<file path="src/design/papc_pkg.sv">
// ============================================================================
// papc_pkg
// Shared types, constants and table functions for the access pattern classifier.
// ============================================================================
package papc_pkg;

    localparam int unsigned ROW_OFFSET_BITS = 32;
    localparam int unsigned LIMIT_BITS      = 7;
    localparam int unsigned OUT_DATA_BITS   = 8;

    localparam logic [LIMIT_BITS-1:0] LIMIT_RESET = 7'd100;
    localparam logic [LIMIT_BITS-1:0] ITEMS_MAX   = 7'd127;

    typedef enum logic [2:0] {
        PAT_POINT    = 3'd0,
        PAT_SEQ_INC  = 3'd1,
        PAT_MONO_INC = 3'd2,
        PAT_SEQ_DEC  = 3'd3,
        PAT_MONO_DEC = 3'd4,
        PAT_RANDOM   = 3'd5
    } t_pattern;

    typedef enum logic [2:0] {
        STEP_ZERO      = 3'd0,
        STEP_PLUS_ONE  = 3'd1,
        STEP_POS       = 3'd2,
        STEP_MINUS_ONE = 3'd3,
        STEP_NEG       = 3'd4
    } t_step;

    typedef enum logic [1:0] {
        KIND_POINT      = 2'd0,
        KIND_SEQUENTIAL = 2'd1,
        KIND_MONOTONIC  = 2'd2,
        KIND_RANDOM     = 2'd3
    } t_kind;

    // Result of one classification step, handed from the step unit to the top.
    typedef struct packed {
        t_step    step;
        t_pattern next;
    } t_step_res;

    function automatic t_pattern next_pattern(input t_pattern st, input t_step sp);
        t_pattern r;
        r = PAT_RANDOM;
        case (st)
            PAT_POINT: begin
                case (sp)
                    STEP_ZERO:      r = PAT_POINT;
                    STEP_PLUS_ONE:  r = PAT_SEQ_INC;
                    STEP_POS:       r = PAT_MONO_INC;
                    STEP_MINUS_ONE: r = PAT_SEQ_DEC;
                    STEP_NEG:       r = PAT_MONO_DEC;
                    default:        r = PAT_RANDOM;
                endcase
            end
            PAT_SEQ_INC: begin
                case (sp)
                    STEP_ZERO, STEP_PLUS_ONE: r = PAT_SEQ_INC;
                    STEP_POS:                 r = PAT_MONO_INC;
                    default:                  r = PAT_RANDOM;
                endcase
            end
            PAT_MONO_INC: begin
                case (sp)
                    STEP_ZERO, STEP_PLUS_ONE, STEP_POS: r = PAT_MONO_INC;
                    default:                            r = PAT_RANDOM;
                endcase
            end
            PAT_SEQ_DEC: begin
                case (sp)
                    STEP_ZERO, STEP_MINUS_ONE: r = PAT_SEQ_DEC;
                    STEP_NEG:                  r = PAT_MONO_DEC;
                    default:                   r = PAT_RANDOM;
                endcase
            end
            PAT_MONO_DEC: begin
                case (sp)
                    STEP_ZERO, STEP_MINUS_ONE, STEP_NEG: r = PAT_MONO_DEC;
                    default:                             r = PAT_RANDOM;
                endcase
            end
            default: r = PAT_RANDOM;
        endcase
        return r;
    endfunction

    function automatic t_kind kind_of(input t_pattern st);
        t_kind k;
        case (st)
            PAT_POINT:                 k = KIND_POINT;
            PAT_SEQ_INC, PAT_SEQ_DEC:  k = KIND_SEQUENTIAL;
            PAT_MONO_INC, PAT_MONO_DEC: k = KIND_MONOTONIC;
            default:                   k = KIND_RANDOM;
        endcase
        return k;
    endfunction

endpackage

</file>
<file path="src/design/papc_step.sv">
// ============================================================================
// papc_step
// Sorts the step between two offsets into five classes and advances the pattern.
// ============================================================================
module papc_step #(
    parameter int unsigned W = 32
) (
    input  logic [W-1:0]           i_prev,
    input  logic [W-1:0]           i_cur,
    input  papc_pkg::t_pattern     i_state,
    output papc_pkg::t_step_res    o_res
);
    import papc_pkg::*;

    logic [W:0] prev_ext;
    logic [W:0] cur_ext;
    t_step      step;

    assign prev_ext = {1'b0, i_prev};
    assign cur_ext  = {1'b0, i_cur};

    // Widened compares so that a step across the top of the range never wraps.
    always_comb begin
        if (cur_ext == prev_ext) begin
            step = STEP_ZERO;
        end else if (cur_ext > prev_ext) begin
            step = (cur_ext == prev_ext + 1'b1) ? STEP_PLUS_ONE : STEP_POS;
        end else begin
            step = (prev_ext == cur_ext + 1'b1) ? STEP_MINUS_ONE : STEP_NEG;
        end
    end

    assign o_res.step = step;
    assign o_res.next = next_pattern(i_state, step);

endmodule

</file>
<file path="src/design/position_access_pattern_classifier.sv">
// ============================================================================
// position_access_pattern_classifier
// Classifies the access pattern of a list of row offsets, one result per list.
// ============================================================================
// Usage:
// The slave stream carries one row offset per transaction in i_s_tdata, with
// i_s_tlast high on the final offset of a list. The master stream returns one
// transaction per list, carrying the pattern code and its access type.
// The configuration channel writes compare_limit, the number of leading
// offsets of a list that take part; the user must write it only while the
// block is idle, since the block itself does not enforce this.
// An accepted offset lands in an input register, is then classified against
// the previous offset and updates the pattern state; for the final offset of a
// list the result register, which drives o_m_tvalid, is loaded at that edge.
// Throughput: one offset per cycle while no list end waits, set by the single
// subtract-compare and table step between input and state/result registers.
// Reset (synchronous, active low) empties both registers, clears the pattern
// state and item count, and restores compare_limit to 100.
// Stall: when the receiver holds i_m_tready low, offsets that do not end a
// list keep flowing; a list end waits in the input register until the result
// register frees up, and o_s_tready stays low for as long as it waits.
// ============================================================================
module position_access_pattern_classifier #(
    parameter int unsigned OFFSET_BITS = 32
) (
    input  logic                                   i_clk,
    input  logic                                   i_rst_n,
    // Slave stream: tdata[31:0] = row_offset; tlast = list_end.
    input  logic                                   i_s_tvalid,
    output logic                                   o_s_tready,
    input  logic [papc_pkg::ROW_OFFSET_BITS-1:0]   i_s_tdata,
    input  logic                                   i_s_tlast,
    // Master stream: tdata[2:0] = pattern_code, [4:3] = kind_code, [7:5] = 0.
    output logic                                   o_m_tvalid,
    input  logic                                   i_m_tready,
    output logic [papc_pkg::OUT_DATA_BITS-1:0]     o_m_tdata,
    // Configuration channel: compare_limit.
    input  logic                                   i_cfg_valid,
    output logic                                   o_cfg_ready,
    input  logic [papc_pkg::LIMIT_BITS-1:0]        i_cfg_data
);
    import papc_pkg::*;

    // Only the low OFFSET_BITS bits of an offset count, and never more than
    // the 32 bits that the port carries.
    localparam int unsigned USED_BITS =
        (OFFSET_BITS < ROW_OFFSET_BITS) ? OFFSET_BITS : ROW_OFFSET_BITS;

    // Configuration register.
    logic [LIMIT_BITS-1:0] r_compare_limit;

    // Input register.
    logic                 r_in_valid;
    logic [USED_BITS-1:0] r_in_offset;
    logic                 r_in_last;

    // Per-list state.
    logic [USED_BITS-1:0]  r_prev;
    logic [USED_BITS-1:0]  n_prev;
    t_pattern              r_pattern;
    t_pattern              n_pattern;
    logic [LIMIT_BITS-1:0] r_items_seen;
    logic [LIMIT_BITS-1:0] n_items_seen;

    // Result register.
    logic     r_out_valid;
    t_pattern r_out_pattern;
    t_kind    r_out_kind;

    logic      advance;
    logic      take;
    t_pattern  upd_pattern;
    t_step_res step_res;

    // The input register moves on when it holds an offset and either that
    // offset produces no result or the result register can take one now.
    assign advance    = r_in_valid && (!r_in_last || !r_out_valid || i_m_tready);
    assign o_s_tready = !r_in_valid || advance;
    assign take       = (r_items_seen < r_compare_limit);

    assign o_cfg_ready = 1'b1;

    always_ff @(posedge i_clk) begin
        if (!i_rst_n) begin
            r_compare_limit <= LIMIT_RESET;
        end else if (i_cfg_valid && o_cfg_ready) begin
            r_compare_limit <= i_cfg_data;
        end
    end

    always_ff @(posedge i_clk) begin
        if (!i_rst_n) begin
            r_in_valid <= 1'b0;
        end else if (o_s_tready) begin
            r_in_valid <= i_s_tvalid;
        end
    end

    always_ff @(posedge i_clk) begin
        if (o_s_tready && i_s_tvalid) begin
            r_in_offset <= i_s_tdata[USED_BITS-1:0];
            r_in_last   <= i_s_tlast;
        end
    end

    papc_step #(
        .W (USED_BITS)
    ) u_step (
        .i_prev  (r_prev),
        .i_cur   (r_in_offset),
        .i_state (r_pattern),
        .o_res   (step_res)
    );

    // The first offset of a list only seeds the previous offset; later ones
    // within the compare limit step the pattern machine. The list end resets
    // the pattern and count, while the previous offset is simply overwritten
    // by the next list's first offset.
    always_comb begin
        upd_pattern  = r_pattern;
        n_prev       = r_prev;
        n_pattern    = r_pattern;
        n_items_seen = r_items_seen;
        if (advance) begin
            if (take) begin
                if (r_items_seen != '0) begin
                    upd_pattern = step_res.next;
                end
                n_prev = r_in_offset;
            end
            if (r_in_last) begin
                n_pattern    = PAT_POINT;
                n_items_seen = '0;
            end else begin
                n_pattern = upd_pattern;
                if (r_items_seen != ITEMS_MAX) begin
                    n_items_seen = r_items_seen + 1'b1;
                end
            end
        end
    end

    always_ff @(posedge i_clk) begin
        if (!i_rst_n) begin
            r_pattern    <= PAT_POINT;
            r_items_seen <= '0;
        end else begin
            r_pattern    <= n_pattern;
            r_items_seen <= n_items_seen;
        end
    end

    always_ff @(posedge i_clk) begin
        r_prev <= n_prev;
    end

    always_ff @(posedge i_clk) begin
        if (!i_rst_n) begin
            r_out_valid <= 1'b0;
        end else if (advance && r_in_last) begin
            r_out_valid <= 1'b1;
        end else if (i_m_tready) begin
            r_out_valid <= 1'b0;
        end
    end

    always_ff @(posedge i_clk) begin
        if (advance && r_in_last) begin
            r_out_pattern <= upd_pattern;
            r_out_kind    <= kind_of(upd_pattern);
        end
    end

    assign o_m_tvalid = r_out_valid;
    assign o_m_tdata  = {3'b000, r_out_kind, r_out_pattern};

    // A list end always leaves the machine ready for a fresh list.
    a_list_end_clears : assert property (@(posedge i_clk) disable iff (!i_rst_n)
        advance && r_in_last |=> r_pattern == PAT_POINT && r_items_seen == '0)
        else $error("list end did not clear the pattern state");

    // Random absorbs for the rest of the list.
    a_random_absorbs : assert property (@(posedge i_clk) disable iff (!i_rst_n)
        r_pattern == PAT_RANDOM && !(advance && r_in_last) |=> r_pattern == PAT_RANDOM)
        else $error("pattern left random before the list ended");

    // Offsets beyond the compare limit must not touch the previous offset.
    a_limit_freezes_prev : assert property (@(posedge i_clk) disable iff (!i_rst_n)
        advance && !take |=> $stable(r_prev))
        else $error("offset beyond compare limit changed the previous offset");

    // A pending result is never overwritten or dropped while stalled.
    a_result_held : assert property (@(posedge i_clk) disable iff (!i_rst_n)
        r_out_valid && !i_m_tready |=> r_out_valid && $stable(r_out_pattern))
        else $error("pending result lost under back-pressure");

    // The access type always matches the pattern it travels with.
    a_kind_matches : assert property (@(posedge i_clk) disable iff (!i_rst_n)
        r_out_valid |-> r_out_kind == kind_of(r_out_pattern))
        else $error("access type does not match pattern");

endmodule

</file>
<file path="config.mk">
export PLATFORM = sky130hd
export DESIGN_NAME = position_access_pattern_classifier
export DESIGN_NICKNAME = d
export VERILOG_FILES = /design/src/design/papc_pkg.sv /design/src/design/papc_step.sv /design/src/design/position_access_pattern_classifier.sv
export SDC_FILE = /design/constraint.sdc
export NUM_CORES = 1
export LEC_CHECK = 0
export BUFFER_PORTS_ARGS = -buffer_cell sky130_fd_sc_hd__buf_4
export CORE_ASPECT_RATIO = 0.9
export CORE_MARGIN = 2
export CORE_UTILIZATION = 33
export DETAILED_ROUTE_END_ITERATION = 16
export GPL_ROUTABILITY_DRIVEN = 0
export PLACE_DENSITY = 0.49
export SYNTH_ARGS = -nofsm -noshare
export SYNTH_HDL_FRONTEND = slang
export SYNTH_SLANG_ARGS = --single-unit
</file>
<file path="constraint.sdc">
create_clock -name i_clk -period 11.2 [get_ports i_clk]
set_clock_uncertainty 0.1 [all_clocks]
set_input_delay 1.12 -clock i_clk [delete_from_list [all_inputs] [get_ports i_clk]]
set_output_delay 1.12 -clock i_clk [all_outputs]
set_load 0.01 [all_outputs]
</file>
==> metrics.cfg, run 1 <==
[cts]
holdBufCountCts=0
clock_latency_ns=0.36
numCtsBuffers=9
cts_setup_buffers=0
cts_resized=0
clk_pin_slew_worst_paths_ns=0.07
cts_root_buf=clkbuf_16
cts_sinks=89
cts_tree=yes
htreeDepth=3
cts_max_path_buffers=2

[yosys]
syn_area_mm2=0.00634
synth_top_cell_by_area=edfxtp_1
ys.flop_type=edfxtp_1
yosys.cell_types.count=73
ys_ff_latch=89
synth.avg_cell_area_um2=9.42
synth_cells=673
synth_top_area_share_pct=33.2
async_reset_ff_share_pct=0
synth_area_leaders=edfxtp_1 33%, ha_1 8.3%, dfxtp_1 6.0%
synth_warnings=0
synth_edf_count=70
yosysSeqAreaShare_pct=39.2

[power]
ir_drop_mv=0.0741
p_clk_share_pct=38.5
netSwitchingFraction_pct=27.4
p_sw_mw=0.232
power_per_cell_area_mw_per_mm2=116
p_int_mw=0.614
power_frac_comb_pct=14.0
p_seq_share_pct=47.5
power_mw=0.845
leakage_nw=2.88

[global_routing]
grt_pass1_vias=5116
grt_pass1_wl_um=27200
track_usage_pct=17.3
overflow=0
antenna_found_initial=0
grt_start_max_net_pins=34

[critical_path]
r2r.worst_path.cells=11
reg2reg_to=r_out_kind[0]
crit_cells=11
critPathBufInv=0
crit_chain=ha_1 > nand4_1 > nor4_4 > nor2_1 > or4b_1 > or4_4 > nor4_4 > o2111ai_1 > a22o_1 > a21o_1 > a21o_1
worstPathRequired_ns=11.22
cp-end-kind=flip-flop
start_kind=flip-flop
ff2ff_setup_slack_ns=6.94
cp_max_fo=7
cp_slowest_cell=or4b_1
crit_end=r_out_kind[0]
cpLargestDelayFamily=simple AND/OR/NAND/NOR gates
startpoint=r_in_offset[1]
reg2reg_from=r_in_offset[1]
max_stage_delay_ns=0.54
arrival_ns=4.27
path_class=flip-flop to flip-flop

[cells_and_area]
fin_util_pct=38.3
fillers=1921
drive_above_1_share_pct=12.2
areaGrowthSynthToFinish_pct=14.6
design_area_mm2=0.00727
n_antenna_cell=0
final_nets=797

[sta]
worst_pin_slew_ns=0.783
rsz0062_at_grt=no
fin_crit_ns=4.26
hold_viol=0
setup_ws_ns=6.94
finalSetupViolations=0
report.final.slew_viol_count=0
setup_tns_ns=0
maxSlewHeadroom_pct=47.3
fmax_mhz=235
fin_crit_sh_pct=38.0

[die]
initial_core_util_pct=33.4
die_x_um=150
dieArea_mm2=0.0203
die_y_um=135
core_region_area_mm2=0.0190
rows=48
num_io_pins=56

[placed_design]
place_area_mm2=0.00694
post-place-ws_ns=6.98
dpl.hpwl_um=12500
port_buffers=51

[routing]
via_per_inst=5.43
antenna_left=0
wl_um=16900
drt_first_pass_iters=5
wire_per_inst_um=17.5
vias=5243
drc=0
drt_iter0_markers=346

[outcome]
status=finished, final reports clean

[min_path]
hold-path-cell-count=2
hp-class=flip-flop to flip-flop

[flow_run]
cap_violations=0

-- registers in the layout, summed over array words and instances, names as in the netlist --
register / cells
o_m_tvalid: 1
r_compare_limit: 7
r_in_last: 1
r_in_offset: 32
r_in_valid: 1
r_items_seen: 7
r_out_kind: 2
r_out_pattern: 3
r_pattern: 3
r_prev: 32
-- stage by stage --
stage,std cells,hold WS (ns)
floorplan,675,0.351
global placement,949,0.385
detailed placement,949,0.386
CTS,965,0.399
global route,965,0.411
finish,965,0.397
-- routing by layer --
layer	vias up	track usage (%)	wire [µm]
met5	-	0	0
met4	0	4.98	249
met3	20	2.76	670
met2	132	27.3	7690
met1	2504	24.4	8250
li1	2587	-	-
-- worst reg2reg max path: cells and delay by family (launching register included) --
kind / cells / cell delay, ns
simple gates: 6 / 2.21
flops: 1 / 0.53
compound gates: 4 / 0.79
fa+ha+maj: 1 / 0.38
-- how the worst min path moves through the flow --
stage                         endpoint               start
floorplan                    r_prev[3]      r_in_offset[3]
finish              r_compare_limit[2]  r_compare_limit[2]
CTS                 r_compare_limit[2]  r_compare_limit[2]
detailed placement  r_compare_limit[2]  r_compare_limit[2]
global route        r_compare_limit[2]  r_compare_limit[2]
global placement    r_compare_limit[2]  r_compare_limit[2]
-- layout make-up --
| type | instances | area (µm²) | share of cell area, % |
|---|---|---|---|
| multi-input cells | 500 | 3530 | 48.6 |
| flip-flops and latches | 89 | 2480 | 34.2 |
| repair buffers | 54 | 405 | 5.58 |
| well taps | 250 | 313 | 4.30 |
| clock buffers | 12 | 289 | 3.98 |
| inverters | 56 | 210 | 2.89 |
| clock inverters | 4 | 35.0 | 0.482 |
-- cells in the mapped netlist, types with 6 or more instances --
master / count
and4_1: 10
mux2i_1: 12
o21ai_0: 21
o211ai_1: 7
o31ai_1: 8
nor3b_1: 6
nand3_1: 36
xor2_1: 30
nand2b_1: 7
nand4_1: 27
a21oi_1: 26
clkbuf_1: 16
and3_1: 12
and2_1: 6
a211oi_1: 6
or4_1: 7
xnor2_1: 23
a31oi_1: 9
nor3_1: 14
nand2_1: 45
edfxtp_1: 70
inv_1: 56
a21o_1: 11
dfxtp_1: 19
nor2b_1: 11
nor4_1: 14
nor2_1: 31
ha_1: 42
-- power by group through the flow --
stage / clock (mW) / sequential [mW] / combinational, mW
finish: 0.325 / 0.401 / 0.119
global route: 0.347 / 0.405 / 0.134
CTS: 0.337 / 0.401 / 0.119
detailed placement: 0 / 0.408 / 0.117
global placement: 0 / 0.407 / 0.117
floorplan: 0 / 0.395 / 0.0877
-- kinds of logic (layout without fill, tap and decap cells) --
group | Yosys count | in the layout | synth area share [%]
compound gates | 135 | 135 | 14.5
xor+xnor | 53 | 53 | 7.32
fa+ha+maj | 42 | 42 | 8.29
buf+inv | 86 | 126 | 5.49
flops | 89 | 89 | 39.2
mux | 12 | 12 | 1.89
other cells | 2 | 4 | 0.118
simple gates | 254 | 254 | 23.2
-- cell usage in the layout, fill, tap and decap left out, drive strengths merged, types with 14 or more instances in the layout --
cell	n
edfxtp	70
inv	59
buf	54
nand2	45
ha	42
nand3	36
nor2	31
xor2	30
nand4	29
a21oi	27
xnor2	23
o21ai	23
dfxtp	19
nor4	16
nor3	14
No activity file was read; power rests on OpenSTA's default activity.
==> run 2, diff against run 1 <==
==> constraint.sdc (replaced) <==
create_clock -name i_clk -period 4.39 [get_ports i_clk]
set_clock_uncertainty 0.1 [all_clocks]
set_input_delay 0.439 -clock i_clk [delete_from_list [all_inputs] [get_ports i_clk]]
set_output_delay 0.439 -clock i_clk [all_outputs]
set_load 0.01 [all_outputs]
==> metrics.cfg, run 2 (same netlist as run 1, synthesis figures left out) <==
[cells_and_area]
multi_input_comb_area_mm2=0.00353  ; unchanged
n_antenna_cell=0  ; unchanged
final_cell_mix=70 x buf_4, 70 x edfxtp_1, 56 x inv_1
drive_above_1_share_pct=14.0  ; +1.8 points
seqCellArea_mm2=0.00248  ; unchanged
fillers=1931  ; +0.52%
areaGrowthSynthToFinish_pct=16.1
top_regs=r_in_offset: 32 flops, r_prev: 32 flops
final_nets=813  ; +2.0%

[sta]
fmax_mhz=247  ; +5.1%
maxSlewHeadroom_pct=45.8  ; -1.5 points
report.final.slew_viol_count=0  ; unchanged
rsz0062_at_grt=no
hold_viol=0  ; unchanged
fin_crit_sh_pct=92.3  ; +54 points
setup_tns_ns=0  ; unchanged
worst_pin_slew_ns=0.805  ; +0.0222 ns
holdWs_ns=0.152  ; -0.245 ns
fin_crit_ns=4.05  ; -0.206 ns
finalSetupViolations=0  ; unchanged

[cts]
holdBufCountCts=0  ; unchanged
clock_latency_ns=0.36  ; about the same
cts_max_path_buffers=2  ; unchanged
cts_root_buf=clkbuf_16
cts_resized=0  ; unchanged
cts_sinks=89  ; unchanged
cts_tree=yes
numCtsBuffers=9  ; unchanged
clk_pin_slew_worst_paths_ns=0.07  ; about the same
htreeDepth=3  ; unchanged
cts_setup_buffers=0  ; unchanged

[outcome]
status=finished, final reports clean

[power]
power_per_cell_area_mw_per_mm2=287  ; +150%
leakage_nw=2.95  ; +2.3%
ir_drop_mv=0.199  ; +170%

[critical_path]
arrival_ns=4.06  ; -0.21 ns
cp-end-kind=flip-flop
cp_max_fo=7  ; unchanged
start_kind=flip-flop
worstPathRequired_ns=4.40  ; -6.82 ns
path_class=flip-flop to flip-flop

[global_routing]
overflow=0  ; unchanged
track_usage_pct=17.1  ; -0.13 points
grt_pass1_vias=5177  ; +1.2%
grt_pass1_wl_um=27200  ; unchanged
antenna_found_initial=0  ; unchanged
grt_start_max_net_pins=33  ; -2.9%

[die]
dieArea_mm2=0.0203  ; unchanged
die_x_um=150  ; unchanged
die_y_um=135  ; unchanged
rows=48  ; unchanged
core_region_area_mm2=0.0190  ; unchanged
num_io_pins=56  ; unchanged
initial_core_util_pct=33.4  ; unchanged

[routing]
drt_iter0_markers=367  ; +6.1%
drt_first_pass_iters=4  ; -1
via_per_inst=5.46  ; +0.58%
drc=0  ; unchanged
antenna_left=0  ; unchanged
vias=5361  ; +2.3%
wl_um=16800  ; -0.44%
wire_per_inst_um=17.1  ; -2.1%

[placed_design]
port_buffers=51  ; unchanged
dpl.hpwl_um=12900  ; +2.9%

[min_path]
hp-class=input port to flip-flop

[flow_run]
cap_violations=0  ; unchanged

[run 2: changes by cell type in the layout (fill, tap and decap cells not counted)]
cell	delta
clkbuf_16	-1
buf_4	+16
inv_6	-1
clkbuf_1	+1
inv_4	+1
[run 2: worst paths after layout]
path	to	slack (ns)	cells after the start	startpoint
max	r_out_kind[0]	0.34	11	r_in_offset[1]
min	r_in_offset[9]	0.15	1	i_s_tdata[9]
max reg2reg	r_out_kind[0]	0.34	11	r_in_offset[1]
min reg2reg	r_compare_limit[2]	0.39	2	r_compare_limit[2]
[run 2: through the flow]
stage	std cells	power [mW]	worst slack (ns)	instance area, µm²	utilization (%)
floorplan	675	1.23	0.825	6350	-
global placement	965	1.35	0.490	7060	37.2
detailed placement	965	1.35	0.400	7060	37.2
CTS	981	2.14	0.372	7360	38.8
global route	981	2.22	0.167	7360	38.8
finish	981	2.11	0.340	7360	38.8
[run 2: layout make-up]
class | count | share of cell area [%]
Clock buffer | 12 | 3.64
Clock inverter | 4 | 0.442
Inverter | 56 | 2.85
Multi-Input combinational cell | 500 | 48.0
Sequential cell | 89 | 33.7
Tap cell | 250 | 4.25
Timing Repair Buffer | 70 | 7.14
[run 2: power by group]
| part | internal, mW | switching (mW) | leakage, nW |
|---|---|---|---|
| logic | 0.143 | 0.183 | 1.97 |
| clock network | 0.439 | 0.334 | 0.149 |
| registers | 0.955 | 0.0546 | 0.826 |
[run 2: worst max-delay path: stages, from the launching register on]
cell and delay, ns:
edfxtp_1 0.49, ha_1 0.35, nand4_1 0.28, nor4_4 0.51, nor2_1 0.09, or4b_1 0.51, or4_4 0.44, nor4_4 0.27
o2111ai_1 0.14, a22o_1 0.23, a21o_1 0.21, a21o_1 0.17
[run 2: layer usage]
layer | GRT usage, % | share of wire [%]
met5 | 0 | 0
met4 | 4.04 | 1.0
met3 | 3.47 | 4.3
met2 | 27.1 | 46
met1 | 24.1 | 48
==> run 3, diff against run 2 <==
--- a/config.mk
+++ b/config.mk
@@ -6,7 +6,7 @@
 export NUM_CORES = 1
 export LEC_CHECK = 0
 export BUFFER_PORTS_ARGS = -buffer_cell sky130_fd_sc_hd__buf_4
-export CORE_ASPECT_RATIO = 0.9
+export CORE_ASPECT_RATIO = 0.7
 export CORE_MARGIN = 2
 export CORE_UTILIZATION = 33
 export DETAILED_ROUTE_END_ITERATION = 16
==> metrics.cfg, run 3 (same netlist as run 1, synthesis figures left out) <==
[outcome]
status=finished, final reports clean

[cts]
clock_latency_ns=0.35  ; about the same
cts_root_buf=clkbuf_16
cts_setup_buffers=0  ; unchanged
htreeDepth=3  ; unchanged
holdBufCountCts=0  ; unchanged
cts_sinks=89  ; unchanged
cts_tree=yes
cts_max_path_buffers=2  ; unchanged
clk_pin_slew_worst_paths_ns=0.08  ; about the same
numCtsBuffers=9  ; unchanged
cts_resized=0  ; unchanged

[critical_path]
max_stage_delay_ns=0.52  ; about the same
path_class=flip-flop to flip-flop
cp_slowest_cell=edfxtp_1
cpLargestDelayFamily=simple AND/OR/NAND/NOR gates
startpoint=r_in_offset[1]
worstPathRequired_ns=4.40  ; about the same
cp-end-kind=flip-flop
critPathBufInv=0  ; unchanged
reg2reg_from=r_in_offset[1]
cp_max_fo=7  ; unchanged
crit_chain=ha_1 > nand4_1 > nor4_4 > nor2_1 > or4b_1 > or4_4 > nor4_4 > o2111ai_1 > a22o_1 > a21o_1 > a21o_1
arrival_ns=4.07  ; about the same
start_kind=flip-flop

[cells_and_area]
final_cell_mix=70 x edfxtp_1, 66 x buf_4, 56 x inv_1
top_regs=r_in_offset: 32 flops, r_prev: 32 flops
drive_above_1_share_pct=13.8  ; -0.20 points
n_antenna_cell=0  ; unchanged
final_nets=809  ; -0.49%
areaGrowthSynthToFinish_pct=15.6
mostFrequentLayoutCell=edfxtp_1

[sta]
setup_tns_ns=0  ; unchanged
worst_pin_slew_ns=0.715  ; -0.0899 ns
fin_crit_sh_pct=92.4  ; +0.12 points
rsz0062_at_grt=no
holdWs_ns=0.160  ; +0.00769 ns
report.final.slew_viol_count=0  ; unchanged
maxSlewHeadroom_pct=52.0  ; +6.1 points
fmax_mhz=247  ; -0.13%
fin_crit_ns=4.06  ; +0.00525 ns
finalSetupViolations=0  ; unchanged
hold_viol=0  ; unchanged

[global_routing]
grt_pass1_wl_um=28400  ; +4.5%
top_usage_layer=met1
antenna_found_initial=0  ; unchanged
use_met2_pct=24.5  ; -2.6 points
grt_pass1_vias=5099  ; -1.5%
met1_usage_pct=28.0  ; +4.0 points
track_usage_pct=18.1  ; +1.0 points
overflow=0  ; unchanged
met3_usage_pct=4.45  ; +0.98 points
grt_start_max_net_pins=34  ; +3.0%

[flow_run]
cap_violations=0  ; unchanged

[power]
leakage_nw=2.93  ; -0.66%
ir_drop_mv=0.142  ; -29%
power_per_cell_area_mw_per_mm2=290  ; +1.0%

[routing]
wire_per_inst_um=18.4  ; +7.3%
antenna_left=0  ; unchanged
drt_iter0_markers=397  ; +8.2%
drc=0  ; unchanged
via_per_inst=5.50  ; +0.69%
vias=5332  ; -0.54%
wl_um=17800  ; +6.0%
drt_first_pass_iters=5  ; +1

[die]
die_x_um=170  ; +13%
dieArea_mm2=0.0204  ; about the same
rows=42  ; -13%
core_region_area_mm2=0.0189  ; -0.59%
num_io_pins=56  ; unchanged
die_y_um=120  ; -11%
initial_core_util_pct=33.6  ; +0.20 points

[min_path]
hp-start=i_s_tlast
hp-class=input port to flip-flop

[placed_design]
dpl.hpwl_um=13700  ; +6.5%
port_buffers=51  ; unchanged

-- run 3: path summary, 6_finish.rpt --
path | endpoint | depth (start not counted) | slack (ns)
hold / removal | r_in_last | 1 | 0.16
hold reg to reg | r_compare_limit[5] | 2 | 0.39
setup reg to reg | r_out_kind[0] | 11 | 0.33
setup / recovery | r_out_kind[0] | 11 | 0.33
-- run 3: stage by stage --
stage / area (µm²) / setup slack, ns / utilization (%) / instances / power [mW]
after floorplan: 6350 / 0.825 / - / 675 / 1.23
after global placement: 7020 / 0.450 / 37.2 / 953 / 1.35
after detailed placement: 7020 / 0.372 / 37.2 / 953 / 1.36
after CTS: 7320 / 0.331 / 38.8 / 969 / 2.15
after global routing: 7330 / 0.0521 / 38.8 / 969 / 2.23
final: 7330 / 0.335 / 38.8 / 969 / 2.12
-- run 3: routing by layer --
| metal | vias to the layer above | routed length, µm |
|---|---|---|
| met5 | - | 0 |
| met4 | 0 | 192 |
| met3 | 14 | 1530 |
| met2 | 188 | 7020 |
| met1 | 2519 | 9050 |
| li1 | 2611 | - |
-- run 3: cell type report --
| class | instances | area (µm²) |
|---|---|---|
| fill | 1850 | 11500 |
| multi-input combinational | 500 | 3540 |
| sequential | 89 | 2480 |
| timing repair buffer | 66 | 495 |
| tap | 242 | 303 |
| clock buffer | 9 | 225 |
| inverter | 56 | 210 |
| clock inverter | 7 | 73.8 |
-- run 3: report_power, final --
| group | internal, mW | total (mW) | switching [mW] |
|---|---|---|---|
| clock | 0.401 | 0.780 | 0.379 |
| sequential | 0.955 | 1.02 | 0.0649 |
| combinational | 0.141 | 0.322 | 0.181 |
